===== src/hw/rtl/e2esw_pkg.sv =====
package e2esw_pkg;

   // Default window capacity for the top-level parameter.
   localparam int WINDOW_MAX_DEF = 32;

   // Window counters saturate at all ones.
   localparam int COUNT_W = 6;
   localparam logic [COUNT_W-1:0] COUNT_MAX = '1;

   // Configuration register widths and indexes.
   localparam int CSR_W     = 8;
   localparam int CSR_IDX_W = 2;
   localparam logic [CSR_IDX_W-1:0] CSR_WINDOW_SIZE     = 2'd0;
   localparam logic [CSR_IDX_W-1:0] CSR_MIN_OK_INIT     = 2'd1;
   localparam logic [CSR_IDX_W-1:0] CSR_MAX_ERROR_VALID = 2'd2;
   localparam logic [CSR_IDX_W-1:0] CSR_MIN_OK_INVALID  = 2'd3;

   // Configuration reset values.
   localparam logic [CSR_W-1:0] WINDOW_SIZE_RST     = 8'd8;
   localparam logic [CSR_W-1:0] MIN_OK_INIT_RST     = 8'd1;
   localparam logic [CSR_W-1:0] MAX_ERROR_VALID_RST = 8'd0;
   localparam logic [CSR_W-1:0] MIN_OK_INVALID_RST  = 8'd1;

   // Input command codes.
   localparam logic CMD_CHECK  = 1'b0;
   localparam logic CMD_REINIT = 1'b1;

   // Status codes of the state machine.
   localparam int MODE_W = 2;
   localparam logic [MODE_W-1:0] MODE_INIT    = 2'd0;
   localparam logic [MODE_W-1:0] MODE_VALID   = 2'd1;
   localparam logic [MODE_W-1:0] MODE_INVALID = 2'd2;

   // Operations handed from the front end to the back end.
   localparam int OP_W = 2;
   localparam logic [OP_W-1:0] OP_CHECK  = 2'd0;
   localparam logic [OP_W-1:0] OP_REINIT = 2'd1;
   localparam logic [OP_W-1:0] OP_ZERO   = 2'd2;

   // Classified operation without the window size.
   typedef struct packed {
      logic [OP_W-1:0] op;
      logic            profile_ok;
   } e2esw_op_type;

   // State machine thresholds from the configuration registers.
   typedef struct packed {
      logic [CSR_W-1:0] min_ok_init;
      logic [CSR_W-1:0] max_error_valid;
      logic [CSR_W-1:0] min_ok_invalid;
   } e2esw_thresh_type;

endpackage


===== src/hw/rtl/e2e_sliding_window_state_machine.sv =====
// Sliding-window end-to-end check state machine. Each accepted beat is either a
// reinitialize command or one message check result, and each produces exactly one
// status beat (INIT, VALID or INVALID) in order. The block sustains one beat per
// clock cycle on both sides while the result queue is drained and neither queue is full.
// An accepted request is registered in the queue between the front and back ends;
// the back end then takes it and writes its status beat into the result queue.
// The back end updates the window and state and writes the result queue in the
// same cycle. Both internal queues hold two beats, so either side may stall without
// stopping the other at once. The user must see that configuration registers are
// written through the csr port while the block is idle; it does not enforce this.
module e2e_sliding_window_state_machine #(
   parameter int WINDOW_MAX = e2esw_pkg::WINDOW_MAX_DEF
) (
   input  logic                              clock,
   input  logic                              reset,
   input  logic                              req_push,
   output logic                              req_full,
   input  logic                              req_cmd,
   input  logic                              req_profile_ok,
   output logic                              rsp_empty,
   input  logic                              rsp_pop,
   output logic [e2esw_pkg::MODE_W-1:0]      rsp_sm_status,
   input  logic                              csr_write_en,
   input  logic [e2esw_pkg::CSR_IDX_W-1:0]   csr_index,
   input  logic [e2esw_pkg::CSR_W-1:0]       csr_wdata
);
   import e2esw_pkg::*;

   localparam int SIZE_W = $clog2(WINDOW_MAX + 1);
   localparam int ITEM_W = OP_W + 1 + SIZE_W;
   localparam int QUEUE_DEPTH = 2;

   logic [ITEM_W-1:0] front_item;
   logic [ITEM_W-1:0] back_item;
   logic              mid_full;
   logic              mid_empty;
   logic              mid_pop;
   logic              out_full;
   logic              out_push;
   logic [MODE_W-1:0] out_status;
   e2esw_thresh_type  thresh;

   assign req_full = mid_full;

   // Front end: configuration registers and beat classification.
   e2esw_front #(
      .WINDOW_MAX (WINDOW_MAX)
   ) u_front (
      .clock          (clock),
      .reset          (reset),
      .csr_write_en   (csr_write_en),
      .csr_index      (csr_index),
      .csr_wdata      (csr_wdata),
      .req_cmd        (req_cmd),
      .req_profile_ok (req_profile_ok),
      .item           (front_item),
      .thresh         (thresh)
   );

   // Queue between the front and back ends.
   e2esw_fifo #(
      .WIDTH (ITEM_W),
      .DEPTH (QUEUE_DEPTH)
   ) u_mid_queue (
      .clock     (clock),
      .reset     (reset),
      .push      (req_push),
      .push_data (front_item),
      .full      (mid_full),
      .pop       (mid_pop),
      .empty     (mid_empty),
      .pop_data  (back_item)
   );

   // Back end: window, counters and state machine.
   e2esw_back #(
      .WINDOW_MAX (WINDOW_MAX)
   ) u_back (
      .clock      (clock),
      .reset      (reset),
      .item_empty (mid_empty),
      .item       (back_item),
      .item_pop   (mid_pop),
      .thresh     (thresh),
      .rsp_full   (out_full),
      .rsp_push   (out_push),
      .rsp_status (out_status)
   );

   // Result queue toward the consumer.
   e2esw_fifo #(
      .WIDTH (MODE_W),
      .DEPTH (QUEUE_DEPTH)
   ) u_rsp_queue (
      .clock     (clock),
      .reset     (reset),
      .push      (out_push),
      .push_data (out_status),
      .full      (out_full),
      .pop       (rsp_pop),
      .empty     (rsp_empty),
      .pop_data  (rsp_sm_status)
   );

endmodule


===== src/hw/rtl/e2esw_fifo.sv =====
module e2esw_fifo #(
   parameter int WIDTH = 1,
   parameter int DEPTH = 2
) (
   input  logic             clock,
   input  logic             reset,
   input  logic             push,
   input  logic [WIDTH-1:0] push_data,
   output logic             full,
   input  logic             pop,
   output logic             empty,
   output logic [WIDTH-1:0] pop_data
);
   localparam int PTR_W = (DEPTH > 1) ? $clog2(DEPTH) : 1;
   localparam int CNT_W = $clog2(DEPTH + 1);
   localparam logic [PTR_W-1:0] LAST_PTR = PTR_W'(DEPTH - 1);
   localparam logic [CNT_W-1:0] FULL_CNT = CNT_W'(DEPTH);

   logic [WIDTH-1:0] mem_ff [DEPTH];
   logic [PTR_W-1:0] wr_ptr_ff, wr_ptr_in;
   logic [PTR_W-1:0] rd_ptr_ff, rd_ptr_in;
   logic [CNT_W-1:0] count_ff, count_in;
   logic             do_push;
   logic             do_pop;

   assign full     = (count_ff == FULL_CNT);
   assign empty    = (count_ff == '0);
   assign pop_data = mem_ff[rd_ptr_ff];
   assign do_push  = push && !full;
   assign do_pop   = pop && !empty;

   // Pointer and fill count update.
   always_comb begin
      wr_ptr_in = wr_ptr_ff;
      rd_ptr_in = rd_ptr_ff;
      count_in  = count_ff;
      if (do_push) begin
         wr_ptr_in = (wr_ptr_ff == LAST_PTR) ? '0 : wr_ptr_ff + 1'b1;
      end
      if (do_pop) begin
         rd_ptr_in = (rd_ptr_ff == LAST_PTR) ? '0 : rd_ptr_ff + 1'b1;
      end
      if (do_push && !do_pop) begin
         count_in = count_ff + 1'b1;
      end else if (do_pop && !do_push) begin
         count_in = count_ff - 1'b1;
      end
   end

   always_ff @(posedge clock) begin
      if (reset) begin
         wr_ptr_ff <= '0;
         rd_ptr_ff <= '0;
         count_ff  <= '0;
      end else begin
         wr_ptr_ff <= wr_ptr_in;
         rd_ptr_ff <= rd_ptr_in;
         count_ff  <= count_in;
      end
   end

   // Storage carries payload only.
   always_ff @(posedge clock) begin
      if (do_push) begin
         mem_ff[wr_ptr_ff] <= push_data;
      end
   end

endmodule


===== src/hw/rtl/e2esw_front.sv =====
module e2esw_front #(
   parameter int WINDOW_MAX = e2esw_pkg::WINDOW_MAX_DEF,
   localparam int SIZE_W = $clog2(WINDOW_MAX + 1),
   localparam int ITEM_W = e2esw_pkg::OP_W + 1 + SIZE_W
) (
   input  logic                                 clock,
   input  logic                                 reset,
   input  logic                                 csr_write_en,
   input  logic [e2esw_pkg::CSR_IDX_W-1:0]      csr_index,
   input  logic [e2esw_pkg::CSR_W-1:0]          csr_wdata,
   input  logic                                 req_cmd,
   input  logic                                 req_profile_ok,
   output logic [ITEM_W-1:0]                    item,
   output e2esw_pkg::e2esw_thresh_type          thresh
);
   import e2esw_pkg::*;

   localparam logic [CSR_W-1:0] SIZE_LIMIT = CSR_W'(WINDOW_MAX);

   logic [CSR_W-1:0] window_size_ff;
   logic [CSR_W-1:0] min_ok_init_ff;
   logic [CSR_W-1:0] max_error_valid_ff;
   logic [CSR_W-1:0] min_ok_invalid_ff;
   logic [SIZE_W-1:0] size_clamped;
   e2esw_op_type      op_item;

   // Configuration registers.
   always_ff @(posedge clock) begin
      if (reset) begin
         window_size_ff     <= WINDOW_SIZE_RST;
         min_ok_init_ff     <= MIN_OK_INIT_RST;
         max_error_valid_ff <= MAX_ERROR_VALID_RST;
         min_ok_invalid_ff  <= MIN_OK_INVALID_RST;
      end else if (csr_write_en) begin
         unique case (csr_index)
            CSR_WINDOW_SIZE:     window_size_ff     <= csr_wdata;
            CSR_MIN_OK_INIT:     min_ok_init_ff     <= csr_wdata;
            CSR_MAX_ERROR_VALID: max_error_valid_ff <= csr_wdata;
            CSR_MIN_OK_INVALID:  min_ok_invalid_ff  <= csr_wdata;
            default: ;
         endcase
      end
   end

   assign thresh.min_ok_init     = min_ok_init_ff;
   assign thresh.max_error_valid = max_error_valid_ff;
   assign thresh.min_ok_invalid  = min_ok_invalid_ff;

   // Clamp the window length to the storage capacity.
   assign size_clamped = (window_size_ff > SIZE_LIMIT) ? SIZE_W'(WINDOW_MAX)
                                                       : SIZE_W'(window_size_ff);

   // Classify the beat: reinitialize, check on an empty window, or real check.
   always_comb begin
      op_item.profile_ok = req_profile_ok;
      if (req_cmd == CMD_REINIT) begin
         op_item.op = OP_REINIT;
      end else if (window_size_ff == '0) begin
         op_item.op = OP_ZERO;
      end else begin
         op_item.op = OP_CHECK;
      end
   end

   assign item = {op_item, size_clamped};

endmodule


===== src/hw/rtl/e2esw_back.sv =====
module e2esw_back #(
   parameter int WINDOW_MAX = e2esw_pkg::WINDOW_MAX_DEF,
   localparam int SIZE_W = $clog2(WINDOW_MAX + 1),
   localparam int ITEM_W = e2esw_pkg::OP_W + 1 + SIZE_W
) (
   input  logic                              clock,
   input  logic                              reset,
   input  logic                              item_empty,
   input  logic [ITEM_W-1:0]                 item,
   output logic                              item_pop,
   input  e2esw_pkg::e2esw_thresh_type       thresh,
   input  logic                              rsp_full,
   output logic                              rsp_push,
   output logic [e2esw_pkg::MODE_W-1:0]      rsp_status
);
   import e2esw_pkg::*;

   localparam int POS_W = (WINDOW_MAX > 1) ? $clog2(WINDOW_MAX) : 1;

   e2esw_op_type      op_item;
   logic [SIZE_W-1:0] size;
   logic              fire;

   logic [WINDOW_MAX-1:0] window_ff, window_in;
   logic [COUNT_W-1:0]    ok_total_ff, ok_total_in;
   logic [COUNT_W-1:0]    error_total_ff, error_total_in;
   logic [SIZE_W-1:0]     filled_ff, filled_in;
   logic [POS_W-1:0]      write_pos_ff, write_pos_in;
   logic [MODE_W-1:0]     mode_ff, mode_in;

   logic [COUNT_W-1:0] ok_evict;
   logic [COUNT_W-1:0] error_evict;
   logic [SIZE_W-1:0]  pos_next;
   logic               entry_err;

   assign {op_item, size} = item;
   assign fire     = !item_empty && !rsp_full;
   assign item_pop = fire;
   assign rsp_push = fire;

   // One beat per cycle if not stalled: evict, insert, advance, step FSM.
   always_comb begin
      window_in      = window_ff;
      ok_total_in    = ok_total_ff;
      error_total_in = error_total_ff;
      filled_in      = filled_ff;
      write_pos_in   = write_pos_ff;
      mode_in        = mode_ff;
      rsp_status     = MODE_INVALID;
      entry_err      = !op_item.profile_ok;
      ok_evict       = ok_total_ff;
      error_evict    = error_total_ff;
      pos_next       = SIZE_W'(write_pos_ff) + 1'b1;

      unique case (op_item.op)
         OP_REINIT: begin
            window_in      = '1;
            ok_total_in    = '0;
            error_total_in = '0;
            filled_in      = '0;
            write_pos_in   = '0;
            mode_in        = MODE_INIT;
            rsp_status     = MODE_INIT;
         end
         OP_CHECK: begin
            // Drop the oldest entry once the window is full.
            if (filled_ff >= size) begin
               if (!window_ff[write_pos_ff]) begin
                  if (ok_total_ff != '0) ok_evict = ok_total_ff - 1'b1;
               end else begin
                  if (error_total_ff != '0) error_evict = error_total_ff - 1'b1;
               end
            end else begin
               filled_in = filled_ff + 1'b1;
            end

            // Insert the new entry with saturating counts.
            window_in[write_pos_ff] = entry_err;
            ok_total_in    = ok_evict;
            error_total_in = error_evict;
            if (!entry_err) begin
               if (ok_evict != COUNT_MAX) ok_total_in = ok_evict + 1'b1;
            end else begin
               if (error_evict != COUNT_MAX) error_total_in = error_evict + 1'b1;
            end

            write_pos_in = (pos_next >= size) ? '0 : POS_W'(pos_next);

            // Threshold state machine on the updated counts.
            unique case (mode_ff)
               MODE_INIT: begin
                  if (CSR_W'(ok_total_in) >= thresh.min_ok_init) mode_in = MODE_VALID;
               end
               MODE_VALID: begin
                  if (CSR_W'(error_total_in) > thresh.max_error_valid) begin
                     mode_in = MODE_INVALID;
                  end
               end
               MODE_INVALID: begin
                  if (CSR_W'(ok_total_in) >= thresh.min_ok_invalid) mode_in = MODE_VALID;
               end
               default: mode_in = MODE_INVALID;
            endcase
            rsp_status = mode_in;
         end
         default: begin
            // Zero-length window reports invalid and leaves the state alone.
            rsp_status = MODE_INVALID;
         end
      endcase
   end

   always_ff @(posedge clock) begin
      if (reset) begin
         window_ff      <= '1;
         ok_total_ff    <= '0;
         error_total_ff <= '0;
         filled_ff      <= '0;
         write_pos_ff   <= '0;
         mode_ff        <= MODE_INIT;
      end else if (fire) begin
         window_ff      <= window_in;
         ok_total_ff    <= ok_total_in;
         error_total_ff <= error_total_in;
         filled_ff      <= filled_in;
         write_pos_ff   <= write_pos_in;
         mode_ff        <= mode_in;
      end
   end

endmodule

===== config.mk =====
export PLATFORM = sky130hd
export DESIGN_NAME = e2e_sliding_window_state_machine
export DESIGN_NICKNAME = d
export VERILOG_FILES = /design/src/hw/rtl/e2esw_pkg.sv /design/src/hw/rtl/e2e_sliding_window_state_machine.sv /design/src/hw/rtl/e2esw_fifo.sv /design/src/hw/rtl/e2esw_front.sv /design/src/hw/rtl/e2esw_back.sv
export SDC_FILE = /design/constraint.sdc
export NUM_CORES = 1
export LEC_CHECK = 0
export BUFFER_PORTS_ARGS = -buffer_cell sky130_fd_sc_hd__buf_2
export CAP_MARGIN = 20
export CORE_UTILIZATION = 65
export CTS_CLUSTER_SIZE = 24
export DETAILED_ROUTE_END_ITERATION = 12
export PLACE_DENSITY = 0.95
export RECOVER_POWER = 25
export SYNTH_ARGS = -nofsm -noshare
export SYNTH_HDL_FRONTEND = slang
export SYNTH_SLANG_ARGS = --single-unit

===== constraint.sdc =====
create_clock -name clock -period 8.9 [get_ports clock]
set_input_delay 1.335 -clock clock [delete_from_list [all_inputs] [get_ports clock]]
set_output_delay 1.335 -clock clock [all_outputs]
set_load 0.005 [all_outputs]

### Yosys cells after proc, flatten, opt, wreduce, memory -nomap -nowiden

Memory sizes are Yosys's and may differ from the RTL's. A register that Yosys moved wholly into a read port is not among the register bits.
Cells that the tools add are included.

* memories: 2
* register bits after elaboration: 97
* input bits: 17
* word-level logic and storage cells: 138
* output and inout bits: 4
* memory bits (writable): 22

* $lt $le $gt $ge: 8
* reductions and logical operators: 36
* equality and inequality tests: 11
* multiplexer cells: 51
* add/sub/neg operators: 14

Memory list
* u_mid_queue.mem_ff: words 2, width 9, rd ports 1, clocked after memory_dff 1, write ports 1, line e2esw_fifo.sv:19 `logic [WIDTH-1:0] mem_ff [DEPTH];`
* u_rsp_queue.mem_ff: words 2, width 2, rd ports 1, clocked after memory_dff 1, write ports 1, line e2esw_fifo.sv:19

Operator list (count)
* 2-to-1 mux 6 bit: 16
* case mux 32 bit (2 select lines): 1
* case mux 6 bit (2 select lines): 3
* bitwise mux 32 bit: 1
* adder 6 x 1 -> 6 bit, second input constant: 3
* 2-to-1 mux 2 bit: 9
* >= comparator 6 x 8 -> 1 bit: 2
* 2-to-1 mux 1 bit: 14
* >= comparator 6 bit: 2
* != test 6 bit, second input constant: 2
* nonzero test 6 bit: 2
* subtractor 6 x 1 -> 6 bit, second input constant: 2
* equality test 2 bit, second input constant: 5
* logical AND 1 bit: 10
* zero test 2 bit: 5
* case mux 5 bit (2 select lines): 1
* AND reduction 2 bit: 5
* zero test 1 bit: 9
* > comparator 6 x 8 -> 1 bit: 1
* > comparator 8 x 6 -> 1 bit, second input constant: 1
* zero test 8 bit: 1
* case mux 2 bit (2 select lines): 2
* adder 5 x 1 -> 6 bit, second input constant: 1
* equality test 2 x 1 -> 1 bit, second input constant: 3
* 12 further kinds: 19

### Logic depth before layout (Yosys ltp)

Gate-level depths: netlist of the first run.

* word-level depth: 13
* gate-level depth with buffers: 27

### By module

From an unflattened synthesis of the first run, not the netlist that was laid out.

* cells, all modules: 757
* area total of the unflattened synthesis: 6944.2 um^2

Modules (own cells, without submodules)
* e2esw_back: area an instance 4352.9 um^2, instances 1, cells each 543
* e2esw_front: area an instance 1366.3 um^2, instances 1, cells each 130
* e2esw_fifo (u_mid_queue): area an instance 864.6 um^2, instances 1, cells each 53
* e2esw_fifo (u_rsp_queue): area an instance 360.3 um^2, instances 1, cells each 31

### Worst setup path after synthesis of the first run

OpenSTA, ideal clock, no wires.

* path kind: reg2reg
* from: register with a tool-made name
* to: memory u_rsp_queue.mem_ff[0][0] in the netlist's numbering (data pin)
* data arrival time: 5084 ps
* clock period less this slack: 5364 ps
* setup time: 280 ps
* path slack: 3536 ps
* cell stages (with the launch flop): 24
* cells stage by stage: dfxtp_1 buf_1 mux2_2 ha_1 nor2b_1 o21ai_0 a221oi_1 or4_4 nor2_1 xnor2_1 ha_1 o21a_1 a41oi_4 xnor2_1 ha_1 nand2b_1 a21o_1 a21o_1 a21o_1 a21o_1 a21oi_1 nor3_1 o21ai_0 a21boi_0

RTL lines (line)
* end, declared: e2esw_fifo.sv:19

### Final worst setup path of the first run

* from: register u_back.write_pos_ff[1]
* to: register u_back.mode_ff[0]

* longest elaborated chain between the ends: 13
* elaborated cells between the ends (all ways): 26
* classes of those cells: add/sub: 2; order compare: 3; eq/ne: 2; mux: 19

RTL lines
* start, declared: line e2esw_back.sv:28 `logic [POS_W-1:0] write_pos_ff, write_pos_in;`
* start signal, assigned: line e2esw_back.sv:126 `write_pos_ff <= write_pos_in;`
* binary-select mux 1 bit (select 5 bit) *: line e2esw_back.sv:68 `if (!window_ff[write_pos_ff]) begin`
* 2-to-1 mux 1 bit (implied by the code) *: line e2esw_back.sv:68
* 2-to-1 mux 6 bit: line e2esw_back.sv:68
* 2-to-1 mux 6 bit: line e2esw_back.sv:67 `if (filled_ff >= size) begin`
* 2-to-1 mux 6 bit: line e2esw_back.sv:55 `unique case (op_item.op)`
* adder 6 x 1 -> 6 bit (tied with other cells): line e2esw_back.sv:82 `if (ok_evict != COUNT_MAX) ok_total_in = ok_evict + 1'b1;`
* 2-to-1 mux 6 bit, on equally long branches: line e2esw_back.sv:82, e2esw_back.sv:84
* 2-to-1 mux 6 bit: line e2esw_back.sv:81 `if (!entry_err) begin`
* 2-to-1 mux 6 bit: line e2esw_back.sv:55
* >= comparator 6 x 8 -> 1 bit (tied with other cells): line e2esw_back.sv:100 `if (CSR_W'(ok_total_in) >= thresh.min_ok_invalid) mode_in = MODE_VALID;`
* 2-to-1 mux 2 bit, on equally long branches: line e2esw_back.sv:100, e2esw_back.sv:92, e2esw_back.sv:95
* case mux 2 bit (3 select lines) *: line e2esw_back.sv:90 `unique case (mode_ff)`
* case mux 2 bit (2 select lines) *: line e2esw_back.sv:55
* end signal, assigned: line e2esw_back.sv:127 `mode_ff <= mode_in;`
* end, declared: line e2esw_back.sv:29 `logic [MODE_W-1:0] mode_ff, mode_in;`

Every way passes the cells marked *; elsewhere a longest branch is shown, timed or not. The select of a mux whose other input is x is not followed.
A chain may end at the register's enable or synchronous reset.

==> results.json, run 1 <==
{
  "holdPathStages": 2,
  "h-tree-depth": 4,
  "cts_root_buffer": "clkbuf_8",
  "tightest_slew_ps": 3010,
  "final_cell_area_mm2": 0.00770,
  "drt_iter0_drc": 620,
  "place_congestion": 0.862,
  "overflow": 0,
  "tns_ps": 0,
  "cts_sinks": 121,
  "cts_resized": 0,
  "skew_ps": 7.80,
  "grt.total_usage_pct": 33.0,
  "grt_pass1_wl_mm": 28.9,
  "drtPass1Iterations": 6,
  "vias": 6170,
  "clock.fmax_mhz": 158,
  "post_cts_buffers": 0,
  "cellPowerDensity_mw_per_mm2": 267,
  "ys_seq_elements": 121,
  "hold_violations": 0,
  "seq_area_frac_synth_pct": 37.8,
  "die_w_um": 106,
  "cts_buffers": 17,
  "synth_nets": 832,
  "cts_tree": "yes",
  "hold_path.class": "flop to flop",
  "synth_warnings": 0,
  "finalNetCount": 833,
  "finalSetupViolCount": 0,
  "post-dp-hpwl_mm": 11.5,
  "dp.cells": 889,
  "via_per_inst": 6.69,
  "syn_inst": 772,
  "clk_latency_ps": 540,
  "layout-drive-gt1-share_pct": 10.3,
  "core_mm2": 0.0104,
  "path_class": "flop to flop",
  "die_y_um": 106,
  "crit_family": "compound AO/OA/AOI/OAI gates",
  "async_flop_share_pct": 0,
  "synth_edf_count": 22,
  "hold_end": "u_front.min_ok_invalid_ff[3]$_SDFFE_PP0P_",
  "r2r-end": "u_back.mode_ff[0]$_SDFFE_PP0P_",
  "slew_viol_final": 70,
  "ir_drop_mv": 0.283,
  "path_max_fanout": 20,
  "maxSlewHeadroom_pct": -101,
  "synth_area_mm2": 0.00698,
  "grt_pass1_vias": 6095,
  "hold_path_startpoint": "u_front.min_ok_invalid_ff[3]$_SDFFE_PP0P_",
  "fin_crit_sh_pct": 71.0,
  "crit_chain": "mux4_2 > nand3_1 > a32oi_2 > o31ai_2 > nor2_1 > nor2_1 > a21oi_1 > ha_1 > nand2b_1 > nor2_1 > a21oi_1 > mux2i_1 > inv_1 > ha_1 > nor2b_1 > o21a_1 > o21a_1 > o21a_1 > o21ai_0 > nand2b_1 > a41oi_1 > o21ai_0 > a21boi_0 > a21o_1",
  "slowest_stage": "dfxtp_1",
  "totalWireLength_mm": 17.6,
  "critical_path.max_stage_delay_ps": 970,
  "cp.arrival_ps": 6810,
  "grt_antenna_before_repair": 0,
  "synth_flop_cell": "dfxtp_1",
  "synth_cell_types": 75,
  "avgRoutedWirePerCell_um": 19.1,
  "boundaryPins": 21,
  "clock_path_buffers": 2,
  "reg2reg_slack_ps": 2580,
  "fin_crit_ps": 6320,
  "critPathRequiredTime_ps": 9390,
  "fillers": 696,
  "crit_path_end_kind": "flop",
  "whs_ps": 460,
  "path_clk_slew_ps": 60,
  "antenna_cells": 0,
  "initial_core_util_pct": 67.3,
  "ant_nets": 0,
  "reg2reg_from": "u_back.write_pos_ff[1]$_SDFFE_PP0P_",
  "outcome": "finished, violations left",
  "finish.utilization_pct": 74.3,
  "power_leakage_nw": 2.99,
  "timing.critical_path.buf_inv": 1,
  "grt_max_degree": 80,
  "instances_no_fill": 922,
  "synth.avg_cell_area_um2": 9.04,
  "max-cap-violations": 1,
  "rsz0062_at_grt": "false",
  "hold_buffers": 0,
  "portBuffers": 20,
  "dieArea_mm2": 0.0112,
  "drc": 0,
  "violations": "capacitance limit, slew limit",
  "syn_to_final_growth_pct": 10.4,
  "placed_area_mm2": 0.00711,
  "reg2reg_depth": 24,
  "cp-start-kind": "flop",
  "rows": 37
}
-- cell families (layout without fill, tap and decap cells) --
group	count (synthesis)	in the layout	share of synthesized area, %
flops	121	121	37.8
fa+ha+maj	43	43	7.71
compound gates	215	215	21.1
simple gates	233	233	16.9
buf+inv	78	92	4.48
mux	61	61	9.32
xor+xnor	21	21	2.63
-- per-stage QoR --
step	setup WS [ps]	power, W
global route	2140	0.00216
CTS	2760	0.00204
detailed placement	3060	0.00135
global placement	3360	0.00130
floorplan	3540	0.00118
finish	2580	0.00205
-- cell type report --
| type | count | area, um^2 | share of cell area [%] |
|---|---|---|---|
| timing repair buffer | 28 | 164 | 2.13 |
| sequential | 121 | 2640 | 34.3 |
| clock inverter | 14 | 161 | 2.09 |
| tap | 136 | 170 | 2.21 |
| clock buffer | 18 | 418 | 5.42 |
| multi-input combinational | 573 | 4030 | 52.3 |
| inverter | 32 | 120 | 1.56 |
-- sequential cells by signal, indices dropped and copies added, names as in the netlist, 4 cells and up, named ones only --
register / cells
u_back.ok_total_ff: 6
u_front.max_error_valid_ff: 8
u_back.window_ff: 32
u_rsp_queue.mem_ff: 4
u_front.window_size_ff: 8
u_front.min_ok_invalid_ff: 8
u_back.error_total_ff: 6
u_back.filled_ff: 6
u_mid_queue.mem_ff: 18
u_front.min_ok_init_ff: 8
u_back.write_pos_ff: 5
-- report_power, final --
group	switching, W	internal (W)	total [W]
combinational	0.000390	0.000259	0.000649
clock	0.000274	0.000406	0.000680
sequential	0.0000694	0.000655	0.000725
total	0.000734	0.00132	0.00205
-- how the worst max path moves through the flow --
stage	startpoint	to	slack, ps	cells past startpoint
after CTS	u_back.write_pos_ff[1]$_SDFFE_PP0P_	u_back.mode_ff[0]$_SDFFE_PP0P_	2760	24
after global placement	flop	u_rsp_queue.mem_ff[0][0]$_DFFE_PP_	3360	22
after floorplan	flop	u_rsp_queue.mem_ff[0][0]$_DFFE_PP_	3540	23
final	u_back.write_pos_ff[1]$_SDFFE_PP0P_	u_back.mode_ff[0]$_SDFFE_PP0P_	2580	24
after detailed placement	u_back.write_pos_ff[1]$_SDFFE_PP0P_	u_rsp_queue.mem_ff[1][0]$_DFFE_PP_	3060	23
after global routing	u_back.write_pos_ff[1]$_SDFFE_PP0P_	u_rsp_queue.mem_ff[0][0]$_DFFE_PP_	2140	23
-- cell usage in the layout (no fill, tap or decap), drive strengths merged, types with 4 or more instances in the layout --
cell type and n:
clkbuf 21, and3 5, o311ai 25, ha 43, nor2 83, mux2i 47
nand2b 9, buf 25, a22oi 8, a21o 12, or3 6, a21boi 5
a32oi 4, nor2b 7, dfxtp 99, nand3 19, and2 4, o21ai 48
inv 39, nor3 13, xor2 11, a21oi 49, and3b 4, o21a 28
a31oi 6, xnor2 10, mux2 13, nand2 45, nand3b 12, nor4 6
edfxtp 22, nor3b 4
-- Yosys cell counts (9+ instances only) --
| library cell | number | share of area (%) |
|---|---|---|
| a21o_1 | 12 | 1.3 |
| inv_1 | 31 | 1.7 |
| dfxtp_1 | 99 | 28 |
| a21oi_1 | 49 | 3.5 |
| o21a_1 | 28 | 3.0 |
| o311ai_0 | 24 | 3.0 |
| nor2_1 | 83 | 4.5 |
| xor2_1 | 11 | 1.4 |
| nor3_1 | 13 | 0.93 |
| xnor2_1 | 10 | 1.3 |
| edfxtp_1 | 22 | 9.5 |
| o21ai_0 | 48 | 3.4 |
| nand3b_1 | 12 | 1.3 |
| nand2_1 | 45 | 2.4 |
| mux2i_1 | 47 | 6.7 |
| nand2b_1 | 9 | 0.81 |
| nand3_1 | 19 | 1.4 |
| buf_1 | 9 | 0.48 |
| ha_1 | 43 | 7.7 |
| clkbuf_1 | 31 | 1.7 |
-- tightest hold or removal path, delay by kind of cell, from the launching register on --
kind | cells | cell delay [ps]
DFF | 1 | 310
and+or+nand+nor | 1 | 50
AOI/OAI and AO/OA | 1 | 50
-- routing by layer --
layer	GRT usage, %	up-vias	wire length [um]
li1	-	2845	-
met1	37.2	2864	6900
met2	55.9	367	8510
met3	8.91	94	1340
met4	19.6	0	856
met5	0	-	0
Power figures use the tool's default switching activity.
==> run 2, diff against run 1 <==
Settings changed: CORE_UTILIZATION 65 to 57, PLACE_DENSITY 0.95 to 0.89.
Clock period 8.9 ns to 5.55 ns, I/O delays scaled along.
==> run 2 against run 1 <==
Against the previous run: the run now ends clean; flip-flop and latch count is the same; combinational power increased by 68%; first-iteration DRC count is 1.5% lower; total power is 68% higher; wire length is 6.4% higher; fmax grew 17%; via count grew 1.6%; register-to-register slack worse by 2400 ps; largest power group is now the clock network; final cell count rose by 2.1%; utilization decreased by 8.1 points.
==> results.json, run 2 (same netlist as run 1, synthesis figures left out) <==
{
  "avgRoutedWirePerCell_um": 19.9,
  "hold_violations": 0,
  "regMostFlops": "u_back.window_ff",
  "cts_sinks": 121,
  "worst_path_most_repeated_cell": "a21o_1",
  "clock_path_buffers": 2,
  "drtPass1Iterations": 6,
  "multi_input_comb_area_mm2": 0.00410,
  "reg2reg_slack_ps": 160,
  "hold_path.class": "flop to flop",
  "skew_ps": 18.5,
  "layout-drive-gt1-share_pct": 13.0,
  "hold_buffers": 0,
  "crit_chain": "mux2_2 > ha_1 > nor2b_1 > o21ai_1 > a221oi_1 > or4_4 > nor2_4 > xnor2_1 > ha_2 > o21a_2 > a41oi_4 > xnor2_2 > ha_1 > nand2b_1 > a21o_1 > a21o_1 > a21o_1 > a21o_1 > a21oi_1 > nor3_1 > o21ai_0 > a21boi_1 > a21o_1",
  "holdPathStages": 2,
  "vias": 6270,
  "overflow": 0,
  "path_max_fanout": 7,
  "path_clk_slew_ps": 60,
  "max-cap-violations": 0,
  "fillers": 807,
  "critical_path.max_stage_delay_ps": 610,
  "dieArea_mm2": 0.0127,
  "finish.utilization_pct": 66.2,
  "clk_latency_ps": 430,
  "path_class": "flop to flop",
  "crit_family": "compound AO/OA/AOI/OAI gates",
  "whs_ps": 462,
  "via_per_inst": 6.66,
  "final_cell_area_mm2": 0.00792,
  "maxSlewHeadroom_pct": 34.7,
  "die_y_um": 113,
  "drt_iter0_drc": 611,
  "tightest_slew_ps": 979,
  "grt_pass1_vias": 6009,
  "slowest_stage": "or4_4",
  "grt_pass1_wl_mm": 29.3,
  "rows": 40,
  "clock.fmax_mhz": 185,
  "ir_drop_mv": 0.384,
  "portBuffers": 20,
  "slew_viol_final": 0,
  "regArea_mm2": 0.00265,
  "cp.depth": 23,
  "cts_tree": "yes",
  "reg_top3": "u_back.window_ff x32, u_mid_queue.mem_ff x18",
  "fin_crit_ps": 5390,
  "grt_antenna_before_repair": 0,
  "h-tree-depth": 4,
  "finalSetupViolCount": 0,
  "place_congestion": 0.846,
  "initial_core_util_pct": 58.4,
  "cp-start-kind": "flop",
  "finalNetCount": 841,
  "cts_root_buffer": "clkbuf_16",
  "boundaryPins": 21,
  "final_cell_mix": "dfxtp_1, nor2_1, a21oi_1",
  "fin_crit_sh_pct": 97.2,
  "antenna_cells": 0,
  "grt_max_degree": 70,
  "cp.arrival_ps": 5710,
  "outcome": "finished clean",
  "largest_register_ffs": 32,
  "die_w_um": 113,
  "core_mm2": 0.0120,
  "totalWireLength_mm": 18.7,
  "cellPowerDensity_mw_per_mm2": 437,
  "syn_to_final_growth_pct": 13.4,
  "timing.critical_path.buf_inv": 0,
  "drc": 0,
  "critPathRequiredTime_ps": 5860,
  "placed_area_mm2": 0.00719,
  "post-dp-hpwl_mm": 11.1,
  "power_leakage_nw": 3.06,
  "ant_nets": 0,
  "cts_buffers": 17,
  "reg2reg_depth": 23,
  "crit_path_end_kind": "flop",
  "final_common_cell": "dfxtp_1",
  "grt.total_usage_pct": 29.4
}
-- run 2: cell types whose count changed in the layout (fill, tap and decap cells not counted), moves of 3 or more --
cell,before,now
dfxtp_1,99,96
buf_4,5,14
clkinv_4,1,4
inv_6,7,1
-- run 2: metal layers --
metal	vias up	global-route usage, %	wire length, um
li1	2853	-	-
met1	2959	35.9	7500
met2	393	47.9	8940
met3	65	6.43	1670
met4	0	17.1	629
met5	-	0	0
-- run 2: through the flow --
stage / setup WS (ps) / power, W / cells / setup TNS, ps
6_report: 157 / 0.00346 / 941 / 0
5_1_grt: -73.0 / 0.00361 / 941 / -198
4_1_cts: 4.03 / 0.00338 / 938 / 0
3_5_place_dp: 41.9 / 0.00216 / 906 / 0
3_3_place_gp: 236 / 0.00211 / 906 / 0
2_1_floorplan: 186 / 0.00190 / 772 / 0
-- run 2: tightest hold or removal path, cell delays in order, from the launching register on --
cell and delay (ps):
dfxtp_1 310, nand2_1 60, a21oi_1 50
-- run 2: final cells by class --
| type | instances | area share, % |
|---|---|---|
| multi-input cells | 573 | 51.7 |
| flip-flops and latches | 121 | 33.4 |
| clock buffers | 18 | 5.69 |
| repair buffers | 36 | 2.84 |
| clock inverters | 14 | 2.46 |
| well taps | 147 | 2.32 |
| inverters | 32 | 1.52 |
-- run 2: what timing repair did --
action,CTS,global route
pin swaps,0,3
setup endpoints to repair,6,6
gates resized for setup,4,16
setup buffers,0,3
-- run 2: path summary, 6_finish.rpt --
| check | startpoint | endpoint |
|---|---|---|
| max | flop | u_back.mode_ff[0]$_SDFFE_PP0P_ |
| min reg2reg | u_front.min_ok_invalid_ff[4]$_SDFFE_PP0P_ | u_front.min_ok_invalid_ff[4]$_SDFFE_PP0P_ |
| min | u_front.min_ok_invalid_ff[4]$_SDFFE_PP0P_ | u_front.min_ok_invalid_ff[4]$_SDFFE_PP0P_ |
| max reg2reg | flop | u_back.mode_ff[0]$_SDFFE_PP0P_ |
-- run 2: power by group --
| part | internal (W) | switching, W |
|---|---|---|
| clock network | 0.000780 | 0.000437 |
| registers | 0.00105 | 0.0000981 |
| logic | 0.000420 | 0.000671 |
| total | 0.00225 | 0.00121 |
